===== config.mk =====
export PLATFORM = sky130hd
export DESIGN_NAME = json_escape_decoder_core_flat
export DESIGN_NICKNAME = d
export VERILOG_FILES = /design/src/sv/jed_pkg.sv /design/src/sv/jed_if.sv /design/src/sv/jed_step.sv /design/src/sv/json_escape_decoder_core.sv /design/src/flat_wrapper.sv
export SDC_FILE = /design/constraint.sdc
export NUM_CORES = 1
export LEC_CHECK = 0
export ABC_AREA = 0
export BUFFER_PORTS_ARGS = -buffer_cell sky130_fd_sc_hd__buf_2
export CAP_MARGIN = 30
export CORE_MARGIN = 10
export CORE_UTILIZATION = 52
export CTS_BUF_LIST = sky130_fd_sc_hd__clkbuf_2 sky130_fd_sc_hd__clkbuf_4 sky130_fd_sc_hd__clkbuf_8
export DETAILED_ROUTE_END_ITERATION = 12
export GPL_ROUTABILITY_DRIVEN = 0
export PLACE_DENSITY = 0.73
export SLEW_MARGIN = 20
export SYNTH_ARGS = -nofsm -noshare
export SYNTH_HDL_FRONTEND = slang
export SYNTH_SLANG_ARGS = --single-unit

===== constraint.sdc =====
create_clock -name clk -period 4.5 [get_ports clk]
set_input_delay 0.225 -clock clk [delete_from_list [all_inputs] [get_ports clk]]
set_output_delay 0.225 -clock clk [all_outputs]
set_load 0.01 [all_outputs]

===== src/sv/jed_pkg.sv =====
// Package for the JSON string escape decoder: decode modes, error codes,
// character constants, result type and the hex digit decoder.
// No dependencies.
package jed_pkg;

  localparam int BYTE_W = 8;
  localparam int ERR_W  = 2;

  typedef logic [BYTE_W-1:0] byte_t;

  typedef enum logic [2:0] {
    MODE_NORMAL  = 3'd0,
    MODE_ESCAPE  = 3'd1,
    MODE_HEX1    = 3'd2,
    MODE_HEX2    = 3'd3,
    MODE_HEX3    = 3'd4,
    MODE_HEX4    = 3'd5,
    MODE_DISCARD = 3'd6
  } mode_t;

  typedef enum logic [ERR_W-1:0] {
    ERR_NONE     = 2'd0,
    ERR_LETTER   = 2'd1,
    ERR_UNICODE  = 2'd2,
    ERR_TRAILING = 2'd3
  } err_t;

  localparam byte_t CH_QUOTE = 8'h22;
  localparam byte_t CH_BSLASH = 8'h5C;
  localparam byte_t CH_SLASH = 8'h2F;
  localparam byte_t CH_B = 8'h62;
  localparam byte_t CH_F = 8'h66;
  localparam byte_t CH_N = 8'h6E;
  localparam byte_t CH_R = 8'h72;
  localparam byte_t CH_T = 8'h74;
  localparam byte_t CH_U = 8'h75;

  localparam byte_t CTL_BS = 8'h08;
  localparam byte_t CTL_FF = 8'h0C;
  localparam byte_t CTL_LF = 8'h0A;
  localparam byte_t CTL_CR = 8'h0D;
  localparam byte_t CTL_HT = 8'h09;

  typedef struct packed {
    byte_t             out_byte;
    err_t              error_code;
    logic              last;
  } res_t;

  typedef struct packed {
    logic       ok;
    logic [3:0] value;
  } hex_t;

  function automatic hex_t hex_value(input byte_t c);
    hex_t h;
    h.ok    = 1'b1;
    h.value = 4'd0;
    case (c) inside
      [8'h30:8'h39]: h.value = 4'(c - 8'h30);
      [8'h61:8'h66]: h.value = 4'(c - 8'h61 + 8'd10);
      [8'h41:8'h46]: h.value = 4'(c - 8'h41 + 8'd10);
      default:       h.ok = 1'b0;
    endcase
    return h;
  endfunction

endpackage


===== src/sv/jed_if.sv =====
// Valid/ready channel interfaces for the escape decoder's input and results.
// Depends on jed_pkg for field widths.
interface jed_in_if;
  logic                       valid;
  logic                       ready;
  logic [jed_pkg::BYTE_W-1:0] in_byte;
  logic                       end_of_string;

  modport source (output valid, output in_byte, output end_of_string, input ready);
  modport sink   (input valid, input in_byte, input end_of_string, output ready);
endinterface

interface jed_out_if;
  logic                       valid;
  logic                       ready;
  logic [jed_pkg::BYTE_W-1:0] out_byte;
  logic [jed_pkg::ERR_W-1:0]  error_code;
  logic                       last;

  modport source (output valid, output out_byte, output error_code, output last,
                  input ready);
  modport sink   (input valid, input out_byte, input error_code, input last,
                  output ready);
endinterface


===== src/sv/jed_step.sv =====
// Per-byte decode step: next mode, next hex value and the optional result.
// Depends on jed_pkg.
module jed_step (
  input  jed_pkg::mode_t mode,
  input  jed_pkg::byte_t hex_acc,
  input  jed_pkg::byte_t in_byte,
  input  logic           end_of_string,
  output jed_pkg::mode_t mode_nxt,
  output jed_pkg::byte_t hex_acc_nxt,
  output logic           emit,
  output jed_pkg::res_t  res
);
  import jed_pkg::*;

  hex_t  hex;
  err_t  fail_err;
  logic  fail;
  byte_t acc_shift;

  assign hex       = hex_value(in_byte);
  assign acc_shift = {hex_acc[3:0], hex.value};

  always_comb begin
    mode_nxt    = mode;
    hex_acc_nxt = hex_acc;
    emit        = 1'b0;
    res         = '{out_byte: '0, error_code: ERR_NONE, last: end_of_string};
    fail        = 1'b0;
    fail_err    = ERR_NONE;
    case (mode)
      MODE_DISCARD: begin
        if (end_of_string) begin
          mode_nxt = MODE_NORMAL;
        end
      end
      MODE_ESCAPE: begin
        emit     = 1'b1;
        mode_nxt = MODE_NORMAL;
        case (in_byte)
          CH_QUOTE:  res.out_byte = CH_QUOTE;
          CH_BSLASH: res.out_byte = CH_BSLASH;
          CH_SLASH:  res.out_byte = CH_SLASH;
          CH_B:      res.out_byte = CTL_BS;
          CH_F:      res.out_byte = CTL_FF;
          CH_N:      res.out_byte = CTL_LF;
          CH_R:      res.out_byte = CTL_CR;
          CH_T:      res.out_byte = CTL_HT;
          CH_U: begin
            if (end_of_string) begin
              fail     = 1'b1;
              fail_err = ERR_UNICODE;
            end else begin
              emit        = 1'b0;
              mode_nxt    = MODE_HEX1;
              hex_acc_nxt = '0;
            end
          end
          default: begin
            fail     = 1'b1;
            fail_err = ERR_LETTER;
          end
        endcase
      end
      MODE_HEX1, MODE_HEX2, MODE_HEX3, MODE_HEX4: begin
        if (!hex.ok) begin
          fail     = 1'b1;
          fail_err = ERR_UNICODE;
        end else begin
          hex_acc_nxt = acc_shift;
          if (mode == MODE_HEX4) begin
            emit         = 1'b1;
            mode_nxt     = MODE_NORMAL;
            res.out_byte = acc_shift;
          end else if (end_of_string) begin
            fail     = 1'b1;
            fail_err = ERR_UNICODE;
          end else begin
            mode_nxt = mode_t'(mode + 3'd1);
          end
        end
      end
      default: begin
        // normal mode, and the unused code
        mode_nxt = MODE_NORMAL;
        if (in_byte == CH_BSLASH) begin
          if (end_of_string) begin
            fail     = 1'b1;
            fail_err = ERR_TRAILING;
          end else begin
            mode_nxt = MODE_ESCAPE;
          end
        end else begin
          emit         = 1'b1;
          res.out_byte = in_byte;
        end
      end
    endcase

    // error result: zero byte, drop the rest of the string unless it ends here
    if (fail) begin
      emit           = 1'b1;
      res.out_byte   = '0;
      res.error_code = fail_err;
      mode_nxt       = end_of_string ? MODE_NORMAL : MODE_DISCARD;
      hex_acc_nxt    = '0;
    end
  end

endmodule


===== src/sv/json_escape_decoder_core.sv =====
// JSON string escape decoder: one raw byte in, zero or one decoded byte out.
// Each byte is held in the input register; its result, if any, is then held
// in the result register. Throughput: one byte per cycle,
// sustained while the result side takes a transfer each cycle.
// Reset (synchronous, rst_n low) empties both registers and returns the decode
// mode to normal with a cleared hex value.
module json_escape_decoder_core (
  input  logic      clk,
  input  logic      rst_n,
  jed_in_if.sink    in_ch,
  jed_out_if.source out_ch
);
  import jed_pkg::*;

  // input register
  logic  in_valid_r;
  byte_t in_byte_r;
  logic  in_eos_r;

  // decode state
  mode_t mode_r;
  mode_t mode_nxt;
  byte_t hex_acc_r;
  byte_t hex_acc_nxt;

  // result register
  logic  out_valid_r;
  logic  out_valid_nxt;
  res_t  out_res_r;

  logic  emit;
  res_t  res;
  logic  out_free;
  logic  advance;
  logic  in_take;

  jed_step u_step (
    .mode          (mode_r),
    .hex_acc       (hex_acc_r),
    .in_byte       (in_byte_r),
    .end_of_string (in_eos_r),
    .mode_nxt      (mode_nxt),
    .hex_acc_nxt   (hex_acc_nxt),
    .emit          (emit),
    .res           (res)
  );

  assign out_free = !out_valid_r || out_ch.ready;
  // a byte that yields no result never waits on the result side
  assign advance  = in_valid_r && (!emit || out_free);
  assign in_take  = in_ch.valid && in_ch.ready;

  assign in_ch.ready = !in_valid_r || advance;

  always_ff @(posedge clk) begin
    if (!rst_n) begin
      in_valid_r <= 1'b0;
    end else if (in_ch.ready) begin
      in_valid_r <= in_ch.valid;
    end
  end

  always_ff @(posedge clk) begin
    if (in_take) begin
      in_byte_r <= in_ch.in_byte;
      in_eos_r  <= in_ch.end_of_string;
    end
  end

  always_ff @(posedge clk) begin
    if (!rst_n) begin
      mode_r    <= MODE_NORMAL;
      hex_acc_r <= '0;
    end else if (advance) begin
      mode_r    <= mode_nxt;
      hex_acc_r <= hex_acc_nxt;
    end
  end

  always_comb begin
    out_valid_nxt = out_valid_r;
    if (advance && emit) begin
      out_valid_nxt = 1'b1;
    end else if (out_ch.ready) begin
      out_valid_nxt = 1'b0;
    end
  end

  always_ff @(posedge clk) begin
    if (!rst_n) begin
      out_valid_r <= 1'b0;
    end else begin
      out_valid_r <= out_valid_nxt;
    end
  end

  always_ff @(posedge clk) begin
    if (advance && emit) begin
      out_res_r <= res;
    end
  end

  assign out_ch.valid      = out_valid_r;
  assign out_ch.out_byte   = out_res_r.out_byte;
  assign out_ch.error_code = out_res_r.error_code;
  assign out_ch.last       = out_res_r.last;

endmodule

===== src/flat_wrapper.sv =====
// flat-port wrapper written by rule: the top's interface ports become plain ports
module json_escape_decoder_core_flat import jed_pkg::*;
  (clk, rst_n, in_ch_valid, in_ch_in_byte, in_ch_end_of_string, in_ch_ready, out_ch_valid, out_ch_out_byte, out_ch_error_code, out_ch_last, out_ch_ready);
  jed_in_if in_ch_i ();
  jed_out_if out_ch_i ();
  input  logic clk;
  input  logic rst_n;
  input wire logic [$bits(in_ch_i.valid)-1:0] in_ch_valid;
  input wire logic [$bits(in_ch_i.in_byte)-1:0] in_ch_in_byte;
  input wire logic [$bits(in_ch_i.end_of_string)-1:0] in_ch_end_of_string;
  output wire logic [$bits(in_ch_i.ready)-1:0] in_ch_ready;
  output wire logic [$bits(out_ch_i.valid)-1:0] out_ch_valid;
  output wire logic [$bits(out_ch_i.out_byte)-1:0] out_ch_out_byte;
  output wire logic [$bits(out_ch_i.error_code)-1:0] out_ch_error_code;
  output wire logic [$bits(out_ch_i.last)-1:0] out_ch_last;
  input wire logic [$bits(out_ch_i.ready)-1:0] out_ch_ready;
  assign in_ch_i.valid = in_ch_valid;
  assign in_ch_i.in_byte = in_ch_in_byte;
  assign in_ch_i.end_of_string = in_ch_end_of_string;
  assign in_ch_ready = in_ch_i.ready;
  assign out_ch_valid = out_ch_i.valid;
  assign out_ch_out_byte = out_ch_i.out_byte;
  assign out_ch_error_code = out_ch_i.error_code;
  assign out_ch_last = out_ch_i.last;
  assign out_ch_i.ready = out_ch_ready;
  json_escape_decoder_core u_core (.clk(clk), .rst_n(rst_n), .in_ch(in_ch_i), .out_ch(out_ch_i));
endmodule

==> results.json <==
{
  "run_status": "completed",
  "timing_max_transition_violations_final": 0,
  "max_freq_ghz": 0.2963,
  "synthesis.yosys.warnings": 0,
  "cts_buffers": 5,
  "timing_worst_slew_pin_value_ps": 872.3,
  "antenna_cells_inserted": 0,
  "power_report.internal_total_mw": 0.4306,
  "buffer_ports.inserted": 25,
  "summed_instance_area_of_the_synthesized_netlist_um2": 1878,
  "post-synth-top-area-fraction_pct": 31.98,
  "area_growth_pct": 9.194,
  "p_comb_share_pct": 20.6,
  "hold-worst-slack_ps": 73.27,
  "distinct_cell_type_count_of_the_synthesized_netlist": 61,
  "final.setup_skew_ps": 3.609,
  "endpoint_kind": "register",
  "final_net_count": 231,
  "timing.final.hold_violations": 0,
  "crit_type": "register to register",
  "setup_viol_count_final": 0,
  "core_area_um2": 3416,
  "r2r-start": "u_core.in_byte_r[0]$_DFFE_PP_",
  "grt_start_max_net_pins": 15,
  "fillCellCount": 303,
  "postSynthRegisterBits": 29,
  "crit_arrival_ps": 3330,
  "yosysTopAreaCell": "sky130_fd_sc_hd__edfxtp_1",
  "p_leak_nw": 0.7803,
  "min_period_over_period_pct": 75.00,
  "final.min_clock_period_ps": 3375,
  "clkLatencyLatePin_ps": 320,
  "postCtsResizedCells": 0,
  "dp_slack_ps": 1151,
  "finalWirelength_um": 4102,
  "postLayoutCellArea_um2": 2051,
  "drt.antenna.violating_nets": 0,
  "rows": 21,
  "clock_sinks": 29,
  "power_density_over_the_cells_nw_per_um2": 293.5,
  "holdPathEnd": "u_core.in_byte_r[1]$_DFFE_PP_",
  "postSynthAreaPerCell_um2": 9.731,
  "yosys.cell_count.top_type": "sky130_fd_sc_hd__nand2_1",
  "worstReg2RegEnd": "u_core.out_ch.out_byte[3]$_SDFFCE_PP0P_",
  "grt.total_usage_pct": 13.38,
  "rsz_0062_raised_after_global_routing": "false",
  "placed_cells_incl_taps": 253,
  "vdd_drop_max_mv": 0.1477,
  "dr.pass1.iters": 4,
  "die_width_um": 80.10,
  "drive_gt1_share_pct": 22.79,
  "synthFlopType": "sky130_fd_sc_hd__edfxtp_1",
  "design.portCount": 26,
  "antenna_found_initial": 0,
  "die_y_extent_um": 80.10,
  "cp_data_required_time_ps": 4450,
  "critical_path.startpoint_type": "register",
  "dpl_cell_area_um2": 1994,
  "netSwitchingPower_mw": 0.1713,
  "route.vias.total": 1536,
  "cts_hold_buffers": 0,
  "synth_top_cells_by_count": "26 x sky130_fd_sc_hd__nand2_1, 20 x sky130_fd_sc_hd__edfxtp_1, 9 x sky130_fd_sc_hd__dfxtp_1, 9 x sky130_fd_sc_hd__nor2_1",
  "slew-limit-headroom_pct": 41.73,
  "ff2ff_path_depth": 8,
  "cts.clk_slew.worst_paths_ps": 80,
  "rrSetupSlack_ps": 1130,
  "netlist_top_cells_area": "sky130_fd_sc_hd__edfxtp_1 32%, sky130_fd_sc_hd__dfxtp_1 9.6%, sky130_fd_sc_hd__nand2_1 5.2%",
  "grt_first_pass_wirelength_um": 6941,
  "ys_seq_area_share_pct": 41.57,
  "drcViolationCount": 0,
  "cp_max_fo": 11,
  "route.detailed.vias_per_inst": 5.885,
  "async_reset_ff_share_pct": 0,
  "holdCritStartpoint": "in_ch_in_byte[1]",
  "final-instance-count-excl-fill": 261,
  "max_cap_viol_count": 0,
  "dpl.hpwl_um": 3234,
  "p_seq_share_pct": 54.3,
  "cts.root.buffer_cell": "sky130_fd_sc_hd__clkbuf_4",
  "min_delay_path_depth": 1,
  "tritoncts_clock_tree": "done",
  "cts.repair_timing.setup_buffer_count": 0,
  "gr-total-overflow": 0,
  "pwr-share-clk_pct": 25.1,
  "postLayoutSetupSlackWorst_ps": 1125,
  "synth.net_count": 210,
  "path_class_of_the_lowest_slack_min_delay_path": "input pin to register",
  "proportion_of_total_power_due_to_net_switching_pct": 28.45,
  "first_global_vias": 1542,
  "fp.dieArea_um2": 6415,
  "ctsLongestPathBuffers": 2,
  "number_of_enable_flip_flop_cells_after_synthesis": 20,
  "wl_per_cell_um": 15.72,
  "post_route_setup_tns_ps": 0,
  "h_tree_levels": 2,
  "post_synthesis_cells": 193,
  "floorplan.initialDensity_pct": 54.98,
  "detailedRoute.firstIterationViolations": 99
}
logic make-up (layout without fill, tap and decap cells):
family / count (synthesis) / in the layout / share of synthesized area, %
AOI/OAI and AO/OA: 46 / 46 / 19.92
xor gates and xnor gates: 5 / 5 / 2.332
adders and majority gates: 4 / 4 / 2.665
buffers and inverters: 19 / 41 / 5.130
DFF: 29 / 29 / 41.57
muxes: 5 / 5 / 2.665
and+or+nand+nor: 85 / 85 / 25.72
worst max-delay path by stage:
stage | slack, ps | startpoint | end
2_1_floorplan | 1560 | u_core.in_byte_r[0]$_DFFE_PP_ | u_core.out_ch.error_code[0]$_SDFFCE_PN0P_
3_3_place_gp | 1300 | u_core.in_byte_r[0]$_DFFE_PP_ | u_core.out_ch.out_byte[1]$_SDFFCE_PP0P_
3_5_place_dp | 1150 | u_core.in_byte_r[0]$_DFFE_PP_ | u_core.out_ch.out_byte[5]$_SDFFCE_PP0P_
4_1_cts | 1140 | u_core.in_byte_r[0]$_DFFE_PP_ | u_core.out_ch.out_byte[3]$_SDFFCE_PP0P_
5_1_grt | 800 | u_core.in_byte_r[0]$_DFFE_PP_ | u_core.out_ch.out_byte[3]$_SDFFCE_PP0P_
6_report | 1130 | u_core.in_byte_r[0]$_DFFE_PP_ | u_core.out_ch.out_byte[3]$_SDFFCE_PP0P_
per-layer routing:
metal / part of all wire [%] / GRT usage (%) / vias to the layer above
met1: 41 / 15.87 / 692
met4: 2.1 / 7.218 / 0
met5: 0 / 0 / -
met3: 10 / 4.343 / 9
met2: 46 / 20.95 / 74
li1: - / - / 761
critical path, cell delays in order (launching register included):
cell	delay (ps)
sky130_fd_sc_hd__edfxtp_1	500
sky130_fd_sc_hd__inv_1	190
sky130_fd_sc_hd__ha_1	230
sky130_fd_sc_hd__o21bai_1	90
sky130_fd_sc_hd__a2111o_1	540
sky130_fd_sc_hd__and2_1	260
sky130_fd_sc_hd__a21oi_4	310
sky130_fd_sc_hd__o31ai_1	160
sky130_fd_sc_hd__nor2b_1	700
stage by stage:
stage	utilization [%]	power, mW
finish	60.04	0.6019
global route	60.04	0.6362
CTS	60.04	0.6050
detailed placement	58.39	0.4558
global placement	58.39	0.4532
floorplan	-	0.4272
state kept, by name, summed over array words and instances, names as in the netlist:
signal                    cells
u_core.hex_acc_r              4
u_core.mode_r                 3
u_core.in_byte_r              8
u_core.in_eos_r               1
u_core.in_valid_r             1
u_core.out_ch.out_byte        8
u_core.out_ch.last            1
u_core.out_ch.valid           1
u_core.out_ch.error_code      2
power groups by stage:
stage	Sequential, mW	Combinational, mW	Clock (mW)
final	0.327	0.124	0.151
after global routing	0.329	0.137	0.171
after global placement	0.331	0.122	0
after floorplan	0.326	0.102	0
after CTS	0.326	0.124	0.155
after detailed placement	0.332	0.124	0
placed cells by master (no fill, tap or decap), types with 2 or more instances in the layout:
cell type / n
sky130_fd_sc_hd__xor2_1: 2
sky130_fd_sc_hd__xnor2_1: 3
sky130_fd_sc_hd__and2_1: 6
sky130_fd_sc_hd__nand4_1: 4
sky130_fd_sc_hd__nor2b_1: 4
sky130_fd_sc_hd__nor4_1: 2
sky130_fd_sc_hd__o21a_1: 2
sky130_fd_sc_hd__o21ai_0: 6
sky130_fd_sc_hd__a21oi_1: 8
sky130_fd_sc_hd__nand3_1: 8
sky130_fd_sc_hd__clkbuf_4: 7
sky130_fd_sc_hd__buf_2: 25
sky130_fd_sc_hd__edfxtp_1: 20
sky130_fd_sc_hd__inv_1: 8
sky130_fd_sc_hd__a31o_2: 2
sky130_fd_sc_hd__ha_1: 4
sky130_fd_sc_hd__nor2_1: 9
sky130_fd_sc_hd__dfxtp_1: 9
sky130_fd_sc_hd__nor3_1: 2
sky130_fd_sc_hd__a221o_1: 2
sky130_fd_sc_hd__o22ai_1: 3
sky130_fd_sc_hd__or3_1: 3
sky130_fd_sc_hd__nand4b_1: 3
sky130_fd_sc_hd__a31oi_1: 3
sky130_fd_sc_hd__mux2i_1: 5
sky130_fd_sc_hd__nand2_1: 26
sky130_fd_sc_hd__o21bai_1: 2
sky130_fd_sc_hd__and3_1: 2
sky130_fd_sc_hd__or2_2: 3
sky130_fd_sc_hd__o32a_1: 2
final cells by class:
class / instances / area [µm²] / share of cell area [%]
Sequential cell: 29 / 780.7 / 38.07
Timing Repair Buffer: 25 / 125.1 / 6.101
Clock inverter: 1 / 3.754 / 0.1830
Clock buffer: 7 / 52.55 / 2.563
Tap cell: 46 / 57.56 / 2.807
Multi-Input combinational cell: 145 / 1001 / 48.81
Inverter: 8 / 30.03 / 1.464
Power figures use the tool's default switching activity.
